===== src/design/frt_ram.sv =====
// Generic single-write, single-read RAM with registered read data.
`timescale 1ns / 1ps
module frt_ram #(
  parameter int WIDTH = 8,
  parameter int DEPTH = 16
) (
  input  logic                                   clk,
  input  logic                                   we,
  input  logic [(DEPTH > 1 ? $clog2(DEPTH) : 1)-1:0] waddr,
  input  logic [WIDTH-1:0]                       wdata,
  input  logic [(DEPTH > 1 ? $clog2(DEPTH) : 1)-1:0] raddr,
  output logic [WIDTH-1:0]                       rdata
);
  logic [WIDTH-1:0] mem [DEPTH];

  always_ff @(posedge clk) begin
    if (we) begin
      mem[waddr] <= wdata;
    end
    rdata <= mem[raddr];
  end
endmodule


===== config.mk =====
export PLATFORM = sky130hd
export DESIGN_NAME = frt_ram
export DESIGN_NICKNAME = d
export VERILOG_FILES = /design/src/design/frt_ram.sv
export SDC_FILE = /design/constraint.sdc
export NUM_CORES = 1
export LEC_CHECK = 0
export BUFFER_PORTS_ARGS = -buffer_cell sky130_fd_sc_hd__buf_2
export CORE_MARGIN = 8
export CORE_UTILIZATION = 41
export CTS_CLUSTER_SIZE = 14
export DETAILED_ROUTE_END_ITERATION = 8
export SLEW_MARGIN = 15
export SYNTH_ARGS = -nofsm -noshare
export SYNTH_HDL_FRONTEND = slang
export SYNTH_SLANG_ARGS = --single-unit

===== constraint.sdc =====
create_clock -name clk -period 1.65 [get_ports clk]
set_clock_uncertainty 0.05 [all_clocks]
set_input_delay 0.0825 -clock clk [delete_from_list [all_inputs] [get_ports clk]]
set_output_delay 0.0825 -clock clk [all_outputs]
set_load 0.05 [all_outputs]

==> results.md <==
Layout:
- The share of layout cells above drive strength 1 is 32.4%.
- The finished layout cell area is about 6200 µm².
- The number of antenna diodes in the final layout is 0.
- The finished layout holds about 470 standard cells, fillers aside.
- Relative to the synthesized area, the layout overhead comes to 21.4%.
- After the last flow step, the layout net total stands at approximately 300.

Power:
- The total power per unit cell area is 1330 nW/µm².
- VDD sags by at most 0.764 mV.
- The static leakage power is about 2.1 nW.
- Total power for the finished layout comes to ~8.3 mW.

Timing:
- The final hold violation count was 0.
- At the pin with the least slew margin, the transition time is slightly below 400 ps.
- The worst relative slew slack is approximately 74%.
- After routing, the total negative slack on setup checks comes to 0 ps.
- The number of slew-limit violations in the final report is 0.
- The count of endpoints failing setup in the final report is 0.
- The shortest period the worst path allows is ~1400 ps.
- The worst path uses 83.9% of the clock period.
- For this run, the top clock speed supported by timing is around 720 MHz.
- Setup repair after global routing left no endpoint under its margin.

Global routing:
- Global routing finished with a remaining overflow of 0.
- The largest net degree at the start of global routing is 33.
- The number of global-route vias before repair was roughly 2500.
- In the global route stage, overall resource usage came out at around an eighth.
- The first global-routing pass estimated about 15000 µm of wire.
- The number of antenna violations at the first check in global routing is 0.

Routing:
- The routed wirelength normalized by instance count is between 20 and 25 µm.
- The count of routing violations after the opening detailed-route iteration is slightly above 200.
- The pre-antenna-repair detailed-routing pass consisted of 4 iterations.
- The number of nets still failing antenna checks after routing is 0.
- The number of remaining DRC errors is 0.
- The number of vias after detailed routing is approximately 2400.
- The via density per instance is ~5.
- For this block, the routed nets add up to between 9000 and 10000 µm of wire.

Die:
- The boundary pin count is 26.
- The y dimension of the die is around 130 µm.
- The die width is 128 µm.
- The placeable core region is roughly 12000 µm².
- The die footprint is around 16000 µm².
- The initial utilization of the core area, before any placement, comes to just over 40%.
- The floorplan has 41 rows.

CTS:
- The clock passes through at most 2 buffers.
- The clock tree from TritonCTS is done.
- The source-to-sink clock delay at the later pin of the worst-skew pair is approximately 410 ps.
- Clock-pin slew was measured on the worst setup and hold paths at 60 ps.
- Buffers inserted during clock tree synthesis total 17.
- Counting every sink on the clock net gives 136.
- The H-tree was split into 4 levels.
- The buffer type at the clock tree root is sky130_fd_sc_hd__clkbuf_16.
- After clock tree synthesis, the setup repair step added 0 buffers.

Place:
- After detailed placement, the total cell area comes to around 5600 µm².
- The placer's final routability congestion estimate is a little under 0.7.
- After detailed placement, the design holds a cell count of approximately 440.
- The sum of net half-perimeters after detailed placement is around 6300 µm.
- The count of input and output buffers is 25.

Flow run:
- The number of max-cap violations is 0.

Worst hold path:
- The worst min-delay path startpoint is wdata[4].
- The worst min-delay path category is in -> reg.
- Along the worst hold path, the cell count comes to 1.
- The hold-critical path endpoint is mem[4][4].

Yosys:
- The synthesized area per cell is between 20 and 25 µm².
- In this run, distinct cell masters in the synthesized netlist total 19.
- The largest total area in the synthesized netlist belongs to sky130_fd_sc_hd__edfxtp_1.
- The fraction of registers with async set or reset after synthesis is 0%.
- For this run, the leading register cell type out of synthesis is sky130_fd_sc_hd__edfxtp_1.
- During synthesis, Yosys emitted a total of 0 warnings.
- Ranked by instance count, the synthesized netlist is headed by 128 x sky130_fd_sc_hd__edfxtp_1, 18 x sky130_fd_sc_hd__mux4_2, 16 x sky130_fd_sc_hd__a22oi_1.
- The post-synthesis instance area is between 5000 and 6000 µm².
- Summing the sequential cell areas from Yosys gives ~78% of the chip area.
- The count of mapped cells out of synthesis is ~230.
- After synthesis the netlist holds a flip-flop and latch count of ~140.
- The count of flip-flops with a built-in enable after synthesis is 128.
- After synthesis, the cell types taking the most area are sky130_fd_sc_hd__edfxtp_1 75%, sky130_fd_sc_hd__mux4_2 7.9%, sky130_fd_sc_hd__mux4_1 7.1%, sky130_fd_sc_hd__dfxtp_1 3.1%, sky130_fd_sc_hd__a22oi_1 2.3%.
- In the post-synthesis netlist, the cell with the most instances is sky130_fd_sc_hd__edfxtp_1.
- Of the post-synthesis cell area, the dominant cell type holds 74.7%.
- The total nets after synthesis is 247.

Setup path:
- The endpoint identified for the worst register-to-register timing path is rdata[1].
- The kind of start point of the critical path is a flip-flop.
- The worst register-to-register path begins at mem[5][1].
- The type of the worst setup path is reg -> reg.
- The kind of end point of the critical path is a flip-flop.
- STA puts the critical path data required time at 1890 ps.
- The reg2reg setup slack is between 200 and 300 ps.
- The largest fanout on the critical path is 1.
- The worst register-to-register path has a depth of 3.
- The arrival time of data at the critical path endpoint is between 1500 and 2000 ps.

Status:
- The run finished with clean final reports.
## final cells by class
cell class | count | area [µm²]
fill | 1015 | 6160
clock buffer | 18 | 429
sequential | 136 | 4000
tap | 172 | 215
clock inverter | 14 | 206
timing repair buffer | 48 | 338
multi-input combinational | 83 | 1060
## critical path, stage by stage, from the launching register on
cell and delay [ps]:
sky130_fd_sc_hd__edfxtp_1 340, sky130_fd_sc_hd__mux4_1 540, sky130_fd_sc_hd__a22oi_1 260, sky130_fd_sc_hd__nand2_1 80
## worst max path at each step
stage               startpoint         to  slack, ps  cells after the start
global route         mem[0][5]   rdata[5]        160                      3
CTS                  mem[4][1]   rdata[1]        270                      3
detailed placement    raddr[0]   rdata[1]         50                      5
global placement      raddr[0]   rdata[1]         40                      5
finish               mem[5][1]   rdata[1]        270                      3
floorplan             waddr[2]  mem[0][0]         20                      2
## where the power goes
group | internal, mW | total (mW) | switching, mW
Combinational | 0.165 | 0.446 | 0.280
Clock | 2.66 | 4.01 | 1.34
Sequential | 3.86 | 3.88 | 0.0190
## metal layers
metal | vias up | wire length, µm | share of wire [%] | global-route usage (%)
met1 | 1210 | 4430 | 45 | 16.5
li1 | 1090 | - | - | -
met2 | 69 | 4740 | 49 | 20.1
met5 | - | 0 | 0 | 0
met3 | 5 | 488 | 5.0 | 3.49
met4 | 0 | 85 | 0.87 | 6.50
## what timing repair did
item | CTS | global route
endpoints found under the hold margin | 5 | 0
hold buffers | 1 | 0
gates resized for setup | 0 | 0
## cells in the final DEF (no fill, tap or decap), drive strengths merged
cell	instances
edfxtp	128
buf	47
mux4	32
clkbuf	18
a22oi	16
nor2	13
nand2	9
dfxtp	8
clkinv	6
bufinv	5
nor3	4
clkinvlp	3
nand3b	2
nand2b	2
nor2b	1
and2	1
and2b	1
nand3	1
or3b	1
dlygate4sd3	1
## logic make-up (layout without fill, tap and decap cells)
family | count (synthesis) | count (layout) | share of synthesized area, %
DFF | 136 | 136 | 77.8
muxes | 32 | 32 | 15.0
and+or+nand+nor | 35 | 35 | 3.18
AOI/OAI and AO/OA | 16 | 16 | 2.33
buffers and inverters | 10 | 80 | 1.68
## metrics by stage
step | utilization [%] | hold slack, ps | worst slack, ps
2_1_floorplan | - | 131 | 24.6
3_3_place_gp | 45.1 | 421 | 40.1
3_5_place_dp | 45.1 | 439 | 47.9
4_1_cts | 50.3 | 4.28 | 270
5_1_grt | 50.3 | 14.4 | 161
6_report | 50.3 | 10.7 | 265
## flip-flops by register name (all words and copies together), names as in the netlist
name / flops
rdata: 8
mem: 128
Power figures use the tool's default switching activity.
