--- src/design/frt_mod.sv ---
// Restoring modulo unit: 32-bit dividend by 8-bit divisor, one bit per cycle.
`timescale 1ns / 1ps
module frt_mod (
  input  logic        clk,
  input  logic        rst_n,
  input  logic        start,
  input  logic [31:0] dividend,
  input  logic [7:0]  divisor,
  output logic        done,
  output logic [7:0]  rem
);
  logic [31:0] dvd_r, dvd_nxt;
  logic [7:0]  rem_r, rem_nxt;
  logic [7:0]  d_r, d_nxt;
  logic [4:0]  cnt_r, cnt_nxt;
  logic        run_r, run_nxt;
  logic        done_r, done_nxt;
  logic [8:0]  trial;

  always_comb begin
    dvd_nxt  = dvd_r;
    rem_nxt  = rem_r;
    d_nxt    = d_r;
    cnt_nxt  = cnt_r;
    run_nxt  = run_r;
    done_nxt = 1'b0;
    trial    = {rem_r, dvd_r[31]};
    if (start) begin
      dvd_nxt = dividend;
      rem_nxt = '0;
      d_nxt   = divisor;
      cnt_nxt = '0;
      run_nxt = 1'b1;
    end else if (run_r) begin
      // shift in next bit, subtract when it fits
      if (trial >= {1'b0, d_r}) begin
        rem_nxt = 8'(trial - {1'b0, d_r});
      end else begin
        rem_nxt = trial[7:0];
      end
      dvd_nxt = {dvd_r[30:0], 1'b0};
      cnt_nxt = cnt_r + 5'd1;
      if (cnt_r == 5'd31) begin
        run_nxt  = 1'b0;
        done_nxt = 1'b1;
      end
    end
  end

  always_ff @(posedge clk) begin
    if (!rst_n) begin
      run_r  <= 1'b0;
      done_r <= 1'b0;
      cnt_r  <= '0;
    end else begin
      run_r  <= run_nxt;
      done_r <= done_nxt;
      cnt_r  <= cnt_nxt;
    end
    dvd_r <= dvd_nxt;
    rem_r <= rem_nxt;
    d_r   <= d_nxt;
  end

  assign done = done_r;
  assign rem  = rem_r;
endmodule

--- config.mk ---
export PLATFORM = sky130hd
export DESIGN_NAME = frt_mod
export DESIGN_NICKNAME = d
export VERILOG_FILES = /design/src/design/frt_mod.sv
export SDC_FILE = /design/constraint.sdc
export NUM_CORES = 1
export LEC_CHECK = 0
export ABC_AREA = 0
export BUFFER_PORTS_ARGS = -buffer_cell sky130_fd_sc_hd__clkbuf_2
export CORE_ASPECT_RATIO = 0.5
export CORE_MARGIN = 5
export CORE_UTILIZATION = 55
export CTS_CLUSTER_SIZE = 12
export DETAILED_ROUTE_END_ITERATION = 8
export GPL_TIMING_DRIVEN = 0
export HOLD_SLACK_MARGIN = 0.05
export PLACE_DENSITY = 0.83
export SLEW_MARGIN = 20
export SYNTH_ARGS = -nofsm -noshare
export SYNTH_HDL_FRONTEND = slang
export SYNTH_SLANG_ARGS = --single-unit
--- constraint.sdc ---
create_clock -name clk -period 2.65 [get_ports clk]
set_clock_uncertainty 0.05 [all_clocks]
set_input_delay 0.265 -clock clk [delete_from_list [all_inputs] [get_ports clk]]
set_output_delay 0.265 -clock clk [all_outputs]
set_load 0.02 [all_outputs]
==> flow_metrics.tcl <==
set metrics [dict create \
    status "finished, final reports clean" \
    fin_area_mm2 0.00321 \
    drc 0 \
    max_freq_mhz 417 \
    r2r_start "rem[5]" \
    cp-end-kind "flip-flop" \
    num_rows 18 \
    vias 1879 \
    ant_nets 0 \
    diodes 0 \
    grt_pass1_vias 1917 \
    pin_count 52 \
    crit_end "rem[0]" \
    wl_per_cell_um 15.5 \
    finalHoldViolCount 0 \
    dominantRegCellSynth "edfxtp_1" \
    slowest_delay_ns 0.62 \
    clock_latency_ns 0.31 \
    grt.total_usage_pct 17.5 \
    crit_start "rem[5]" \
    p_clk_share_pct 28.3 \
    seq_area_frac_synth_pct 54.5 \
    htree_levels 2 \
    die_h_um 60.1 \
    layout_common_cells "clkbuf_2 (51), edfxtp_1 (40), mux2_2 (31)" \
    path_clk_slew_ns 0.10 \
    intPower_mw 1.48 \
    routed_wl_um 5330 \
    cts_made_buffers 5 \
    async_flop_share_pct 0 \
    gp_congestion 0.820 \
    synth.distinct_cells 48 \
    reg2reg_depth 6 \
    synth_warnings 0 \
    grt_overflow 0 \
    core_area_mm2 0.00489 \
    crit_fanout 10 \
    final_common_cell "clkbuf_2" \
    synth_area_mm2 0.00276 \
    tightest_slew_ns 0.718 \
    power_density_mw_per_mm2 625 \
    drtIter0Drc 64 \
    hold_class "input pin to flip-flop" \
    grt_antenna_before_repair 0 \
    critPathSlowestCell "a2111oi_4" \
    crit_chain "ha_1 > and3_4 > a2111oi_4 > and2_0 > clkbuf_4 > a311oi_1" \
    leakage_nw 1.30 \
    crit_path_start_kind "flip-flop" \
    die_w_um 110 \
    power_switching_mw 0.527 \
    grt_pass1_wl_um 8800 \
    postSynthAreaPerCell_um2 12.9 \
    swShare_pct 26.3 \
    cp.arrival_ns 2.52 \
    peakVddDrop_uv 339 \
    r2r-end "rem[0]" \
    setup_tns_ns 0 \
    area_growth_pct 16.5 \
    syn_nets 268 \
    grt_start_max_net_pins 33 \
    place_area_mm2 0.00310 \
    hpwlAfterDp_um 3850 \
    fin_crit_sh_pct 90.6 \
    holdBufCountCts 0 \
    drive_gt1_share_pct 35.9 \
    power_frac_seq_pct 52.2 \
    vias_per_cell 5.48 \
    period_needed_ns 2.40 \
    io_buffers 51 \
    cap_violations 0 \
    crit_type "flip-flop to flip-flop" \
    die-area_mm2 0.00661 \
    rsz0062_at_grt "false" \
    cts_root_buf "clkbuf_8" \
    netlist_instances 214 \
    critPathRequiredTime_ns 2.77 \
    nets 326 \
    clock_path_buffers 2 \
    post_cts_resized 0 \
    ff2ff_setup_slack_ns 0.25 \
    slew_violations 0 \
    dr.pass1.iters 4 \
    p_comb_share_pct 19.4 \
    start_util_pct 56.4 \
    cts_tree "done" \
    ys_ff_latch 55 \
    postCtsSetupRepairBufs 0 \
    clock-sinks 55 \
    setup_viol 0 \
    synth_edf_count 40 \
    slew_headroom_pct 52.1 \
]
## stage by stage
step / std cells / utilization [%] / power, mW / worst slack (ns) / hold slack (ns)
2_1_floorplan: 214 / - / 1.34 / 0.445 / 0.314
5_1_grt: 343 / 65.7 / 2.10 / 0.113 / 0.0599
6_report: 343 / 65.7 / 2.01 / 0.250 / 0.0731
3_3_place_gp: 335 / 63.4 / 1.43 / 0.232 / 0.393
4_1_cts: 343 / 65.7 / 2.02 / 0.263 / 0.0662
3_5_place_dp: 335 / 63.4 / 1.45 / 0.136 / 0.394
## metal layers
metal	vias to the layer above	GRT usage [%]	part of all wire [%]
li1	912	-	-
met1	908	22.0	44
met4	0	7.89	2.5
met5	-	0	0
met2	45	29.7	49
met3	14	3.78	4.5
## state kept, by name (all words and copies together) (netlist names)
register	cells
d_r	8
cnt_r	5
run_r	1
done	1
dvd_r	32
rem	8
## cell families after synthesis
family	share of synthesized area, %
AOI/OAI and AO/OA	12.0
xor gates and xnor gates	1.91
adders and majority gates	5.27
buffers and inverters	3.00
DFF	54.5
muxes	13.4
and+or+nand+nor	9.94
## power by group through the flow
stage	clock (mW)	sequential, mW	combinational (mW)
after floorplan	0	1.07	0.270
after global routing	0.614	1.06	0.427
after detailed placement	0	1.07	0.385
final	0.568	1.05	0.390
after CTS	0.578	1.05	0.389
after global placement	0	1.06	0.368
## cell usage after synthesis, drive strengths merged (3+ instances only)
cell type | count | area (um^2)
edfxtp | 40 | 1200
mux2 | 31 | 349
nor2 | 17 | 63.8
dfxtp | 15 | 300
inv | 12 | 45.0
ha | 10 | 125
nand2 | 6 | 22.5
nand2b | 6 | 37.5
a21oi | 5 | 25.0
clkbuf | 5 | 22.5
a2111oi | 4 | 66.3
a211oi | 4 | 30.0
nor2b | 4 | 25.0
nor3b | 4 | 30.0
a311oi | 3 | 26.3
a31oi | 3 | 18.8
and3 | 3 | 23.8
buf | 3 | 11.3
xnor2 | 3 | 26.3
xor2 | 3 | 26.3
## cell type report
class / count / area [um^2]
Tap cell: 70 / 87.6
Multi-Input combinational cell: 138 / 1170
Inverter: 13 / 48.8
Buffer: 8 / 33.8
Fill cell: 366 / 1680
Clock inverter: 2 / 38.8
Timing Repair Buffer: 51 / 255
Sequential cell: 55 / 1500
Clock buffer: 6 / 72.6
## how the worst min path moves through the flow
stage                     startpoint  endpoint  slack (ns)  depth (start not counted)
after floorplan           divisor[0]    d_r[0]        0.31                          0
after global placement    divisor[3]    d_r[3]        0.39                          1
after detailed placement  divisor[4]    d_r[4]        0.39                          1
after CTS                 divisor[0]    d_r[0]        0.07                          1
after global routing      divisor[1]    d_r[1]        0.06                          1
final                     divisor[6]    d_r[6]        0.07                          1
## critical path, delay by kind of cell (launching register included)
| family | cells | cell delay (ns) |
|---|---|---|
| buf+inv | 1 | 0.20 |
| simple gates | 2 | 0.47 |
| flops | 1 | 0.37 |
| compound gates | 2 | 0.72 |
| fa+ha+maj | 1 | 0.43 |
No activity file was read; power rests on OpenSTA's default activity.
